## src/rtl/core/winograd_input_tile_transform_top_defines.svh

```systemverilog
// Assertion macros shared by the Winograd input transform RTL.
`ifndef WINOGRAD_INPUT_TILE_TRANSFORM_TOP_DEFINES_SVH
`define WINOGRAD_INPUT_TILE_TRANSFORM_TOP_DEFINES_SVH

// Same-cycle implication, sampled on clk and disabled during reset.
`define WIT_ASSERT_SAME(label, cond, prop, msg) \
    label: assert property (@(posedge clk) disable iff (!rst_n) (cond) |-> (prop)) \
        else $error(msg);

// Next-cycle implication, sampled on clk and disabled during reset.
`define WIT_ASSERT_NEXT(label, cond, prop, msg) \
    label: assert property (@(posedge clk) disable iff (!rst_n) (cond) |=> (prop)) \
        else $error(msg);

`endif

```

## src/rtl/core/wit_pkg.sv

```systemverilog
// Package with shared constants and types of the Winograd input transform.
package wit_pkg;

    localparam int TILE         = 6;
    localparam int ROW_IDX_BITS = 3;
    localparam logic [ROW_IDX_BITS-1:0] LAST_ROW = ROW_IDX_BITS'(TILE - 1);

    localparam int DEF_SAMPLE_BITS    = 16;
    localparam int DEF_RESULT_BITS    = 24;
    localparam int DEF_COEF_FRAC_BITS = 14;

    // The square root of two with 30 fraction bits.
    localparam logic [63:0] SQRT2_Q30 = 64'd1518500250;

    typedef struct packed {
        logic                    load;
        logic [ROW_IDX_BITS-1:0] idx;
    } merge_ctrl_t;

endpackage

```

## src/rtl/core/wit_bt_pass.sv

```systemverilog
// Multiplication of six values by the transform matrix, in modular fixed point.
module wit_bt_pass #(
    parameter int W_IN           = 16,
    parameter int W_OUT          = 35,
    parameter int COEF_FRAC_BITS = 14
) (
    input  logic [wit_pkg::TILE-1:0][W_IN-1:0]  x,
    output logic [wit_pkg::TILE-1:0][W_OUT-1:0] y
);
    import wit_pkg::*;

    localparam logic [63:0] SQ64 =
        (SQRT2_Q30 + (64'd1 << (29 - COEF_FRAC_BITS))) >> (30 - COEF_FRAC_BITS);
    localparam logic [W_OUT-1:0] K_S    = W_OUT'(SQ64);
    localparam logic [W_OUT-1:0] K_2S   = W_OUT'(SQ64 << 1);
    localparam logic [W_OUT-1:0] K_ONE  = W_OUT'(64'd1 << (COEF_FRAC_BITS + 1));
    localparam logic [W_OUT-1:0] K_HALF = W_OUT'(64'd1 << COEF_FRAC_BITS);
    localparam logic [W_OUT-1:0] K_TWO  = W_OUT'(64'd1 << (COEF_FRAC_BITS + 2));
    localparam logic [W_OUT-1:0] K_5H   = W_OUT'(64'd5 << COEF_FRAC_BITS);

    logic [W_OUT-1:0] xe [TILE];
    logic [W_OUT-1:0] sa;
    logic [W_OUT-1:0] sb;
    logic [W_OUT-1:0] sc;
    logic [W_OUT-1:0] sd;

    always_comb
    begin
        for (int k = 0; k < TILE; k++)
        begin
            xe[k] = W_OUT'($signed(x[k]));
        end
        sa = K_S * xe[3] - K_2S * xe[1];
        sb = K_ONE * xe[4] - K_TWO * xe[2];
        sc = K_2S * xe[3] - K_S * xe[1];
        sd = K_ONE * xe[4] - K_HALF * xe[2];
        y[0] = K_ONE * xe[0] - K_5H * xe[2] + K_ONE * xe[4];
        y[1] = sb + sa;
        y[2] = sb - sa;
        y[3] = sd + sc;
        y[4] = sd - sc;
        y[5] = K_ONE * xe[1] - K_5H * xe[3] + K_ONE * xe[5];
    end

endmodule

```

## src/rtl/core/wit_lane.sv

```systemverilog
// One column lane: holds a tile column of row-pass results and runs its column pass.
module wit_lane #(
    parameter int RW             = 35,
    parameter int CW             = 54,
    parameter int COEF_FRAC_BITS = 14
) (
    input  logic                                 clk,
    input  logic                                 wr_en,
    input  logic [wit_pkg::ROW_IDX_BITS-1:0]     wr_idx,
    input  logic [RW-1:0]                        wr_data,
    input  logic                                 col_go,
    output logic [wit_pkg::TILE-1:0][CW-1:0]     res
);
    import wit_pkg::*;

    logic [RW-1:0]             col_reg [TILE];
    logic [TILE-1:0][RW-1:0]   col_vec;
    logic [TILE-1:0][CW-1:0]   res_next;
    logic [TILE-1:0][CW-1:0]   res_reg;

    always_ff @(posedge clk)
    begin
        if (wr_en)
        begin
            col_reg[wr_idx] <= wr_data;
        end
    end

    always_comb
    begin
        for (int i = 0; i < TILE; i++)
        begin
            col_vec[i] = col_reg[i];
        end
    end

    wit_bt_pass #(
        .W_IN           (RW),
        .W_OUT          (CW),
        .COEF_FRAC_BITS (COEF_FRAC_BITS)
    ) u_col_pass (
        .x (col_vec),
        .y (res_next)
    );

    always_ff @(posedge clk)
    begin
        if (col_go)
        begin
            res_reg <= res_next;
        end
    end

    assign res = res_reg;

endmodule

```

## config.mk

```make
export PLATFORM = sky130hd
export DESIGN_NAME = wit_lane
export DESIGN_NICKNAME = d
export VERILOG_FILES = /design/src/rtl/core/winograd_input_tile_transform_top_defines.svh /design/src/rtl/core/wit_pkg.sv /design/src/rtl/core/wit_bt_pass.sv /design/src/rtl/core/wit_lane.sv
export SDC_FILE = /design/constraint.sdc
export NUM_CORES = 2
export LEC_CHECK = 0
export CAP_MARGIN = 20
export CORE_AREA = 2 2 390 237
export CTS_CLUSTER_DIAMETER = 120
export DETAILED_ROUTE_END_ITERATION = 6
export DIE_AREA = 0 0 392 239
export DONT_BUFFER_PORTS = 1
export GPL_ROUTABILITY_DRIVEN = 0
export PLACE_DENSITY_LB_ADDON = 0.25
export RECOVER_POWER = 50
export SKIP_CTS_REPAIR_TIMING = 1
export SYNTH_ARGS = -nofsm -noshare
export SYNTH_HDL_FRONTEND = slang
export SYNTH_HIERARCHICAL = 1
export SYNTH_SLANG_ARGS = --single-unit
```

## constraint.sdc

```tcl
create_clock -name clk -period 12.5 [get_ports clk]
set_input_delay 0 -clock clk [delete_from_list [all_inputs] [get_ports clk]]
set_output_delay 0 -clock clk [all_outputs]
set_load 0.01 [all_outputs]
```

==> qor.yml <==
global_route:
  grt_max_degree: 325
  gr-total-overflow: 0
  antenna_found_initial: 19
  grt_pass1_wl_mm: 246
  gr-usage-all-layers: 0.339
  first_global_vias: 43500
cts:
  cts_made_buffers: 51
  htree_levels: 2
  clockRootBuffer: "clkbuf_16"
  clkLatencyLatePin_ns: 0.66
  cts_buffer_depth: 3
  clk_pin_slew_worst_paths_ns: 0.07
  cts_tree: "done"
  cts.sinks: 534
worst_setup_path:
  crit_family: "compound AO/OA/AOI/OAI gates"
  worstPathMaxFanout: 9
  ff2ff_setup_slack_ns: 0.90
  path_class: "reg2reg"
  cp.required_ns: 12.88
  path_common_cell: "ha_1"
  critPathSlowestCell: "edfxtp_1"
  critPathArrivalTime_ns: 11.98
  rr_startpoint: "col_reg[3][4]"
  worst-path-buf-inv: 2
  startpoint: "col_reg[3][4]"
  r2r_end: "res[215]"
  endpoint_kind: "flip-flop"
  cp-start-kind: "flip-flop"
  r2r_cells: 41
  critPathMaxStageDelay_ns: 0.56
drt:
  via_per_inst: 6.33
  drt_iter0_drc: 5924
  first_pass_iters: 7
  ant_nets: 0
  drc_errors: 9
  drt-total-wl_mm: 165
  dr_total_vias: 47100
  wl_per_cell_um: 22.2
placement:
  dp.cells: 7298
  dp_hpwl_mm: 135
  portBuffers: 0
  dpl_worst_slack_ns: 1.30
synthesis:
  synth_flop_cell: "edfxtp_1"
  synthTopCellsByArea: "edfxtp_1 27%, ha_1 18%, fa_1 12%, xnor2_1 5.6%, inv_1 5.6%"
  syn_area_sq_mm: 0.0591
  synth_seq_cells: 534
  synth_cell_types: 117
  synthArstFlopShare: 0
  synth_area_per_cell_sq_um: 9.60
  synth_edf_count: 534
  synth_warnings: 6
  synth_top_cell_by_area: "edfxtp_1"
  ys_seq_area_frac: 0.271
  ys_top_cells_by_count: "877 x inv_1, 851 x ha_1, 534 x edfxtp_1"
  yosysMostFrequentCell: "inv_1"
  yosysTopAreaCellShare: 0.271
  syn_inst: 6160
final_layout:
  final_layout_size_suffix_gt1_frac: 0.0305
  area_delta_synth_final_pct: 5.50
  largest_reg_flops: 324
  finalNonFillerCells: 7443
  nets: 7396
hold_path:
  holdPathEnd: "col_reg[0][0]"
  min_path_type: "in2reg"
  holdPathStages: 2
  min_from: "wr_en"
die:
  core-area_sq_mm: 0.0906
  die_area_sq_mm: 0.0937
  rows: 86
  die_width_um: 392
  die_y_um: 239
  io_pins: 365
  start_util: 0.653
timing:
  rsz0062_at_grt: "false"
  whs_ns: 0.0251
  finalHoldViolCount: 0
  setup_viol: 0
  maxSlewHeadroom: -4.27
  max_clock_freq_mhz: 86.2
  final-max-slew-violation-count: 469
  worstMarginPinSlew_ns: 7.90
  post-route-period-util: 0.928
  setup_tns_ns: 0
  fin_skew_ns: 0.0402
  finalCriticalPeriod_ns: 11.60
  setup_slack_ns: 0.901
status:
  status: "finished with violations"
  violations: "design-rule violations, max-capacitance violations, max-slew violations"
run:
  maxCapViolCount: 5
## stage by stage
step / utilization / area, sq um
final: 0.688 / 62400
after global routing: 0.688 / 62400
after CTS: 0.683 / 61900
after detailed placement: 0.664 / 60200
after global placement: 0.664 / 60200
after floorplan: - / 59200
## cells by family after synthesis
family,Yosys count,synth area share
buffers and inverters,1014,0.0670
other,1,0.0000634
and+or+nand+nor,1320,0.111
adders and majority gates,1193,0.296
DFF,534,0.271
AOI/OAI and AO/OA,1505,0.166
muxes,8,0.00142
xor gates and xnor gates,585,0.0882
## worst reg2reg max path: cells and delay by family (launching register included)
kind / cells / cell delay, ns
compound gates: 17 / 3.94
fa+ha+maj: 9 / 3.80
simple gates: 10 / 1.91
xor+xnor: 3 / 1.03
flops: 1 / 0.56
buf+inv: 2 / 0.11
## cell type report
| type | instances | area [sq um] |
|---|---|---|
| diodes | 8 | 20.0 |
| clock buffers | 59 | 1310 |
| clock inverters | 34 | 422 |
| fillers | 6905 | 28200 |
| inverters | 881 | 3310 |
| multi-input cells | 4643 | 39300 |
| flip-flops and latches | 534 | 16000 |
| well taps | 1232 | 1540 |
| repair buffers | 52 | 493 |
## routing by layer
| metal | global-route usage | part of all wire | up-vias | routed length (um) |
|---|---|---|---|---|
| met1 | 0.519 | 0.44 | 22600 | 73400 |
| li1 | - | - | 21500 | - |
| met4 | 0.0570 | 0.017 | 20 | 2730 |
| met3 | 0.126 | 0.16 | 256 | 25800 |
| met5 | 0 | 0.00077 | - | 128 |
| met2 | 0.457 | 0.38 | 2816 | 63100 |
## cells in the final DEF, fill, tap and decap left out, drive strengths merged, types with 183 or more instances in the layout
| cell type | count |
|---|---|
| a21o | 183 |
| a21oi | 509 |
| edfxtp | 534 |
| fa | 341 |
| ha | 851 |
| inv | 884 |
| nand2 | 246 |
| nor2 | 427 |
| o21ai | 250 |
| xnor2 | 383 |
| xor2 | 197 |
## how the worst max path moves through the flow
stage,endpoint,cells past startpoint
floorplan,res[104],43
global placement,res[104],42
detailed placement,res[215],43
CTS,res[104],43
global route,res[215],43
finish,res[215],41
Power is left out: the tool's default activity adds up to more than one toggle a clock period on the data nets, which glitch-free logic cannot reach.
