--- config.mk ---
export PLATFORM = sky130hd
export DESIGN_NAME = wit_bt_pass
export DESIGN_NICKNAME = d
export VERILOG_FILES = /design/src/rtl/core/winograd_input_tile_transform_top_defines.svh /design/src/rtl/core/wit_pkg.sv /design/src/rtl/core/wit_bt_pass.sv
export SDC_FILE = /design/constraint.sdc
export NUM_CORES = 1
export LEC_CHECK = 0
export BUFFER_PORTS_ARGS = -buffer_cell sky130_fd_sc_hd__buf_2
export CORE_MARGIN = 2
export CORE_UTILIZATION = 56
export DETAILED_ROUTE_END_ITERATION = 8
export GPL_ROUTABILITY_DRIVEN = 0
export PLACE_DENSITY = 0.82
export SYNTH_ARGS = -nofsm -noshare
export SYNTH_HDL_FRONTEND = slang
export SYNTH_SLANG_ARGS = --single-unit
--- constraint.sdc ---
create_clock -name vclk -period 12.15
set_input_delay 2.43 -clock vclk [all_inputs]
set_output_delay 2.43 -clock vclk [all_outputs]
set_load 0.02 [all_outputs]
--- src/rtl/core/winograd_input_tile_transform_top_defines.svh ---
// Assertion macros shared by the Winograd input transform RTL.
`ifndef WINOGRAD_INPUT_TILE_TRANSFORM_TOP_DEFINES_SVH
`define WINOGRAD_INPUT_TILE_TRANSFORM_TOP_DEFINES_SVH

// Same-cycle implication, sampled on clk and disabled during reset.
`define WIT_ASSERT_SAME(label, cond, prop, msg) \
    label: assert property (@(posedge clk) disable iff (!rst_n) (cond) |-> (prop)) \
        else $error(msg);

// Next-cycle implication, sampled on clk and disabled during reset.
`define WIT_ASSERT_NEXT(label, cond, prop, msg) \
    label: assert property (@(posedge clk) disable iff (!rst_n) (cond) |=> (prop)) \
        else $error(msg);

`endif

--- src/rtl/core/wit_pkg.sv ---
// Package with shared constants and types of the Winograd input transform.
package wit_pkg;

    localparam int TILE         = 6;
    localparam int ROW_IDX_BITS = 3;
    localparam logic [ROW_IDX_BITS-1:0] LAST_ROW = ROW_IDX_BITS'(TILE - 1);

    localparam int DEF_SAMPLE_BITS    = 16;
    localparam int DEF_RESULT_BITS    = 24;
    localparam int DEF_COEF_FRAC_BITS = 14;

    // The square root of two with 30 fraction bits.
    localparam logic [63:0] SQRT2_Q30 = 64'd1518500250;

    typedef struct packed {
        logic                    load;
        logic [ROW_IDX_BITS-1:0] idx;
    } merge_ctrl_t;

endpackage

--- src/rtl/core/wit_bt_pass.sv ---
// Multiplication of six values by the transform matrix, in modular fixed point.
module wit_bt_pass #(
    parameter int W_IN           = 16,
    parameter int W_OUT          = 35,
    parameter int COEF_FRAC_BITS = 14
) (
    input  logic [wit_pkg::TILE-1:0][W_IN-1:0]  x,
    output logic [wit_pkg::TILE-1:0][W_OUT-1:0] y
);
    import wit_pkg::*;

    localparam logic [63:0] SQ64 =
        (SQRT2_Q30 + (64'd1 << (29 - COEF_FRAC_BITS))) >> (30 - COEF_FRAC_BITS);
    localparam logic [W_OUT-1:0] K_S    = W_OUT'(SQ64);
    localparam logic [W_OUT-1:0] K_2S   = W_OUT'(SQ64 << 1);
    localparam logic [W_OUT-1:0] K_ONE  = W_OUT'(64'd1 << (COEF_FRAC_BITS + 1));
    localparam logic [W_OUT-1:0] K_HALF = W_OUT'(64'd1 << COEF_FRAC_BITS);
    localparam logic [W_OUT-1:0] K_TWO  = W_OUT'(64'd1 << (COEF_FRAC_BITS + 2));
    localparam logic [W_OUT-1:0] K_5H   = W_OUT'(64'd5 << COEF_FRAC_BITS);

    logic [W_OUT-1:0] xe [TILE];
    logic [W_OUT-1:0] sa;
    logic [W_OUT-1:0] sb;
    logic [W_OUT-1:0] sc;
    logic [W_OUT-1:0] sd;

    always_comb
    begin
        for (int k = 0; k < TILE; k++)
        begin
            xe[k] = W_OUT'($signed(x[k]));
        end
        sa = K_S * xe[3] - K_2S * xe[1];
        sb = K_ONE * xe[4] - K_TWO * xe[2];
        sc = K_2S * xe[3] - K_S * xe[1];
        sd = K_ONE * xe[4] - K_HALF * xe[2];
        y[0] = K_ONE * xe[0] - K_5H * xe[2] + K_ONE * xe[4];
        y[1] = sb + sa;
        y[2] = sb - sa;
        y[3] = sd + sc;
        y[4] = sd - sc;
        y[5] = K_ONE * xe[1] - K_5H * xe[3] + K_ONE * xe[5];
    end

endmodule

==> results by stage, run 1 <==
Yosys:
- The count of synthesis-stage warnings from yosys is 0.
- Of the post-synthesis cell area, the dominant cell type holds 0.2683.
- Of the total synthesized cell area, the portion taken by XOR and XNOR cells is 0.1205.
- The area fraction in compound gates after synthesis is 0.2000.
- The cell with the most instances after synthesis is sky130_fd_sc_hd__inv_1.
- The synthesized-area fraction occupied by adder cells is 0.4278.
- The cell type contributing the most total cell area after synthesis is sky130_fd_sc_hd__ha_1.
- After technology mapping, the gate count stands at 2,679.
- The post-synthesis simple-gate area fraction is 0.1483.
- The average instance area after synthesis is 7.730 um^2.
- By area, the combinational part of the netlist is dominated by adder cells.
- The multiplexer share of the synthesized area is 0.0009667.
- The commonest cells after synthesis are sky130_fd_sc_hd__inv_1, sky130_fd_sc_hd__ha_1, sky130_fd_sc_hd__nor2_1.
- The cell area that synthesis handed to floorplanning was 0.02071 mm^2.
- By area the synthesized netlist is led by sky130_fd_sc_hd__ha_1, sky130_fd_sc_hd__fa_1, sky130_fd_sc_hd__inv_1.
- In this run, distinct cell masters in the synthesized netlist total 81.
- Of the synthesized area, sequential elements account for 0.

Place:
- The detailed placement HPWL is 57.07 mm.
- Port buffering added 274 buffers.
- OpenSTA, run right after detailed placement, puts the worst setup slack at -0.8396 ns.

Status:
- The step where the flow halted is global routing.
- The first error in the log reads "[ERROR GRT-0232] Routing congestion too high. Check the congestion heatmap in the GUI".
- The run stopped with a tool error.

Clock tree:
- The number of hold buffers added after CTS was 0.

Floorplan:
- The number of rows created at floorplan is 70.
- The initial utilization of the core area, before any placement, comes to 0.5670.
- For this design the top-level I/O count stands at 306.
- The vertical extent of the die is roughly 200 um.
- The horizontal die dimension is between 150 and 200 um.

Global routing:
- The global-route usage over all layers is 0.7517.
- The total congestion overflow after global routing is 120.
- Entering global routing, the biggest net connects 15 pins.

Timing:
- In the global-route stage, repair_timing last flagged the worst endpoint as y[67].
- The pin type at the end of the worst path is an output port.
## layer usage
metal,GRT overflow,GRT usage
met5,0,0.3627
met4,54,0.7924
met1,1,0.7242
met2,65,0.8907
met3,0,0.6414
## metrics by stage
step / hold slack, ns / utilization / std cells / area (um^2)
after global placement: 5.241 / 0.7130 / 3862 / 26040
after floorplan: 4.973 / - / 2710 / 20880
after detailed placement: 5.248 / 0.7130 / 3862 / 26040
after CTS: 5.250 / 0.7676 / 3896 / 28030
## timing repair
| item | 4_1_cts |
|---|---|
| gates resized for setup | 321 |
| buffers inserted | 36 |
| endpoints found under the setup margin | 45 |
| pin swaps | 204 |
## cell families after synthesis
group	Yosys count
AO/OA/AOI/OAI	632
XOR/XNOR	285
buffers and inverters	526
other	1
multiplexers	2
adder cells (fa/ha/maj)	609
AND/OR/NAND/NOR	624
==> run 2, diff against run 1 <==
--- a/config.mk
+++ b/config.mk
@@ -7,10 +7,10 @@
 export LEC_CHECK = 0
 export BUFFER_PORTS_ARGS = -buffer_cell sky130_fd_sc_hd__buf_2
 export CORE_MARGIN = 2
-export CORE_UTILIZATION = 56
+export CORE_UTILIZATION = 40
 export DETAILED_ROUTE_END_ITERATION = 8
 export GPL_ROUTABILITY_DRIVEN = 0
-export PLACE_DENSITY = 0.82
+export PLACE_DENSITY_LB_ADDON = 0.15
 export SYNTH_ARGS = -nofsm -noshare
 export SYNTH_HDL_FRONTEND = slang
 export SYNTH_SLANG_ARGS = --single-unit
==> constraint.sdc (replaced) <==
create_clock -name vclk -period 15.8
set_input_delay 3.16 -clock vclk [all_inputs]
set_output_delay 3.16 -clock vclk [all_outputs]
set_load 0.02 [all_outputs]
==> run 2 against run 1 <==
Effect of this change: the run now ends clean; synthesized cell count is the same; area after synthesis is the same.
==> results by stage, run 2 <==
Global routing:
- The pin count of the biggest net entering global routing is 23.
- Summed over all layers, the global routing overflow is 0.
- The via count of the first global-routing pass was approximately 19,000.
- The number of antenna violations at the first check in global routing was 0.
- The wire length of the first global-routing pass is about 94 mm.
- Across every metal layer, demand over resource in global routing totals 0.2116.

Floorplan:
- The vertical extent of the die came to 231.5 um (was 196.3 um).
- The starting density of the core is 0.4045 (was 0.5670).
- The horizontal die dimension came to 231.5 um (was 196.3 um).
- The area enclosed by the die boundary is 0.05361 mm^2.
- The number of top-level design ports came to 306 (unchanged).
- The total area inside the core boundary comes to roughly 0.05 mm^2.
- The number of rows created at floorplan is 83 (was 70).

Timing:
- Adding up every negative setup slack in the final design gives 0 ns.
- Setup repair after global routing left no endpoint under its margin.
- The number of endpoints with negative hold slack in the final report was 0.
- Setup violations remaining at the end of the flow were counted as 0.
- The smallest clock period supported by the final layout is computed as 15.15 ns.
- The max-slew headroom at the worst pin is 0.3031.
- At the pin with the least slew margin, the transition time is 1.031 ns.
- The post-route clock period utilization is 0.9586.
- The maximum clock rate is between 0.06 and 0.07 GHz.
- The number of pins exceeding their max-slew limit in the final report is 0.

Yosys:
- Largest cells by area after synthesis: sky130_fd_sc_hd__ha_1, sky130_fd_sc_hd__fa_1, sky130_fd_sc_hd__inv_1 (unchanged).
- The cell area after synthesis is 0.02071 mm^2 (unchanged).
- The cell with the most instances after synthesis is sky130_fd_sc_hd__inv_1 (unchanged).
- The count of distinct cell types in the synthesized netlist is 81 (unchanged).
- The count of synthesis-stage warnings from yosys is 0 (unchanged).
- Top cells by count, synth: sky130_fd_sc_hd__inv_1, sky130_fd_sc_hd__ha_1, sky130_fd_sc_hd__nor2_1 (unchanged).
- The cell type contributing the most total cell area after synthesis was sky130_fd_sc_hd__ha_1 (unchanged).
- The average instance area after synthesis is 7.730 um^2 (unchanged).
- The synthesized instance count is 2,679 (unchanged).
- The sequential element share of the synthesized area is 0 (unchanged).
- The portion of synthesized cell area occupied by the leading cell type is 0.2683 (unchanged).

Drt:
- The iteration-0 DRC count of the detailed router is 769.
- In the routed design, unresolved DRC markers number 0.
- After detailed routing, the number of vias per cell comes to 5.172.
- Summing over every cut layer, the via total after detailed routing is 18,600.
- The remaining antenna violation count is 0.
- After detailed routing, the total wire length is between 50 and 60 mm.
- The average wire length per cell after detail routing is 16.11 um.
- The number of detailed-route iterations in the first pass is 5.

Layout:
- The number of flip-flops and latches is 0.
- After filler insertion, the fill cell instance count of the layout stands at roughly 5,200.
- For this run, the post-layout net count is 3,624.
- The share of cells above drive strength 1 is 0.1107.
- The most common cell after layout, fill and taps aside is sky130_fd_sc_hd__inv_1.
- Leaving out fill and tap cells, the most frequent cells in the layout are sky130_fd_sc_hd__inv_1, sky130_fd_sc_hd__ha_1, sky130_fd_sc_hd__buf_2.
- The area added between synthesis and finish is 9.498%.
- The number of antenna diodes is 0.
- Counting the clock-network buffers in the layout gives 0.
- The sequential cell area is 0 um^2.

Clock tree:
- The number of post-CTS setup repair buffers is 0 (was 36).
- The number of resized instances in the post-cts repair step came to 0 (was 321).
- The number of hold-repair buffers added at the cts stage came to 0 (unchanged).

Status:
- Result of the run: finished, final reports clean (was did not finish).

Setup path:
- The start point of the critical path is x[16].
- The critical path arrival is between 10 and 15 ns.
- The critical path ends at y[69].
- The type of element launching the critical path is an input pin.
- The start-to-end type of the worst setup path is in -> out.
- Of all nets on the critical path, the largest fanout is 12.
- The endpoint required time on the critical path is between 10 and 15 ns.
- The longest individual stage delay on the worst path is 0.56 ns.
- The critical-path cell with the highest stage delay is sky130_fd_sc_hd__o41ai_1.
- The endpoint kind of the worst setup timing path is an output pin.

Place:
- The quantity of I/O buffers inserted on ports is 274 (unchanged).
- The detailed placement HPWL is 52.55 mm (was 57.07 mm).

Run:
- The reported max-cap violation count is 0.

Worst hold path:
- The path type of the worst min-delay path is in -> out.
- The startpoint of the tightest hold check path is x[48].
-- run 2: cell counts after synthesis --
Identical to the previous run, type by type.
-- run 2: worst max-delay path: cells and delay by family --
kind	cells	cell delay, ns
buffers and inverters	5	0.64
and+or+nand+nor	5	1.10
adders and majority gates	9	3.51
AOI/OAI and AO/OA	12	3.23
xor gates and xnor gates	2	0.32
-- run 2: through the flow --
| step | cells | hold slack, ns | util | setup WS (ns) | instance area (um^2) |
|---|---|---|---|---|---|
| CTS | 3597 | 6.682 | 0.4429 | 0.6456 | 22680 |
| global placement | 3597 | 6.674 | 0.4429 | 0.8401 | 22680 |
| floorplan | 2710 | 6.433 | - | 1.912 | 20830 |
| finish | 3597 | 6.677 | 0.4429 | 0.6533 | 22680 |
| detailed placement | 3597 | 6.680 | 0.4429 | 0.6712 | 22680 |
| global route | 3597 | 6.700 | 0.4429 | 0.01020 | 22680 |
-- run 2: per-layer routing --
metal  GRT usage  vias up  routed length (um)
li1            -     9496                   -
met5           0        -                   0
met1      0.2775     8735               26930
met2      0.3976      336               28790
met4     0.02204        0                 609
met3    0.004429       37                1606
-- run 2: final cells by class --
cell class	count	area [um^2]	share of cell area
inverter	453	1700	0.07499
multi-input combinational	2184	18710	0.8250
tap	680	850.8	0.03752
timing repair buffer	280	1416	0.06246
-- run 2: cells by family (layout without fill, tap and decap cells) --
group,count (synthesis),in the layout,share of synthesized area
XOR/XNOR,285,285,0.1205
AO/OA/AOI/OAI,632,632,0.2000
adder cells (fa/ha/maj),609,609,0.4278
multiplexers,2,2,0.0009667
AND/OR/NAND/NOR,624,624,0.1483
other,1,32,0.0001811
buffers and inverters,526,733,0.1022
-- run 2: how the worst min path moves through the flow --
stage,slack [ns],depth (start not counted),end
2_1_floorplan,6.43,1,y[106]
3_3_place_gp,6.67,2,y[189]
3_5_place_dp,6.68,2,y[71]
4_1_cts,6.68,2,y[71]
5_1_grt,6.70,2,y[71]
6_report,6.68,2,y[71]
Power of run 2 is not shown: default switching activity piles up to over one toggle a cycle in this logic, so the estimate is an artifact.
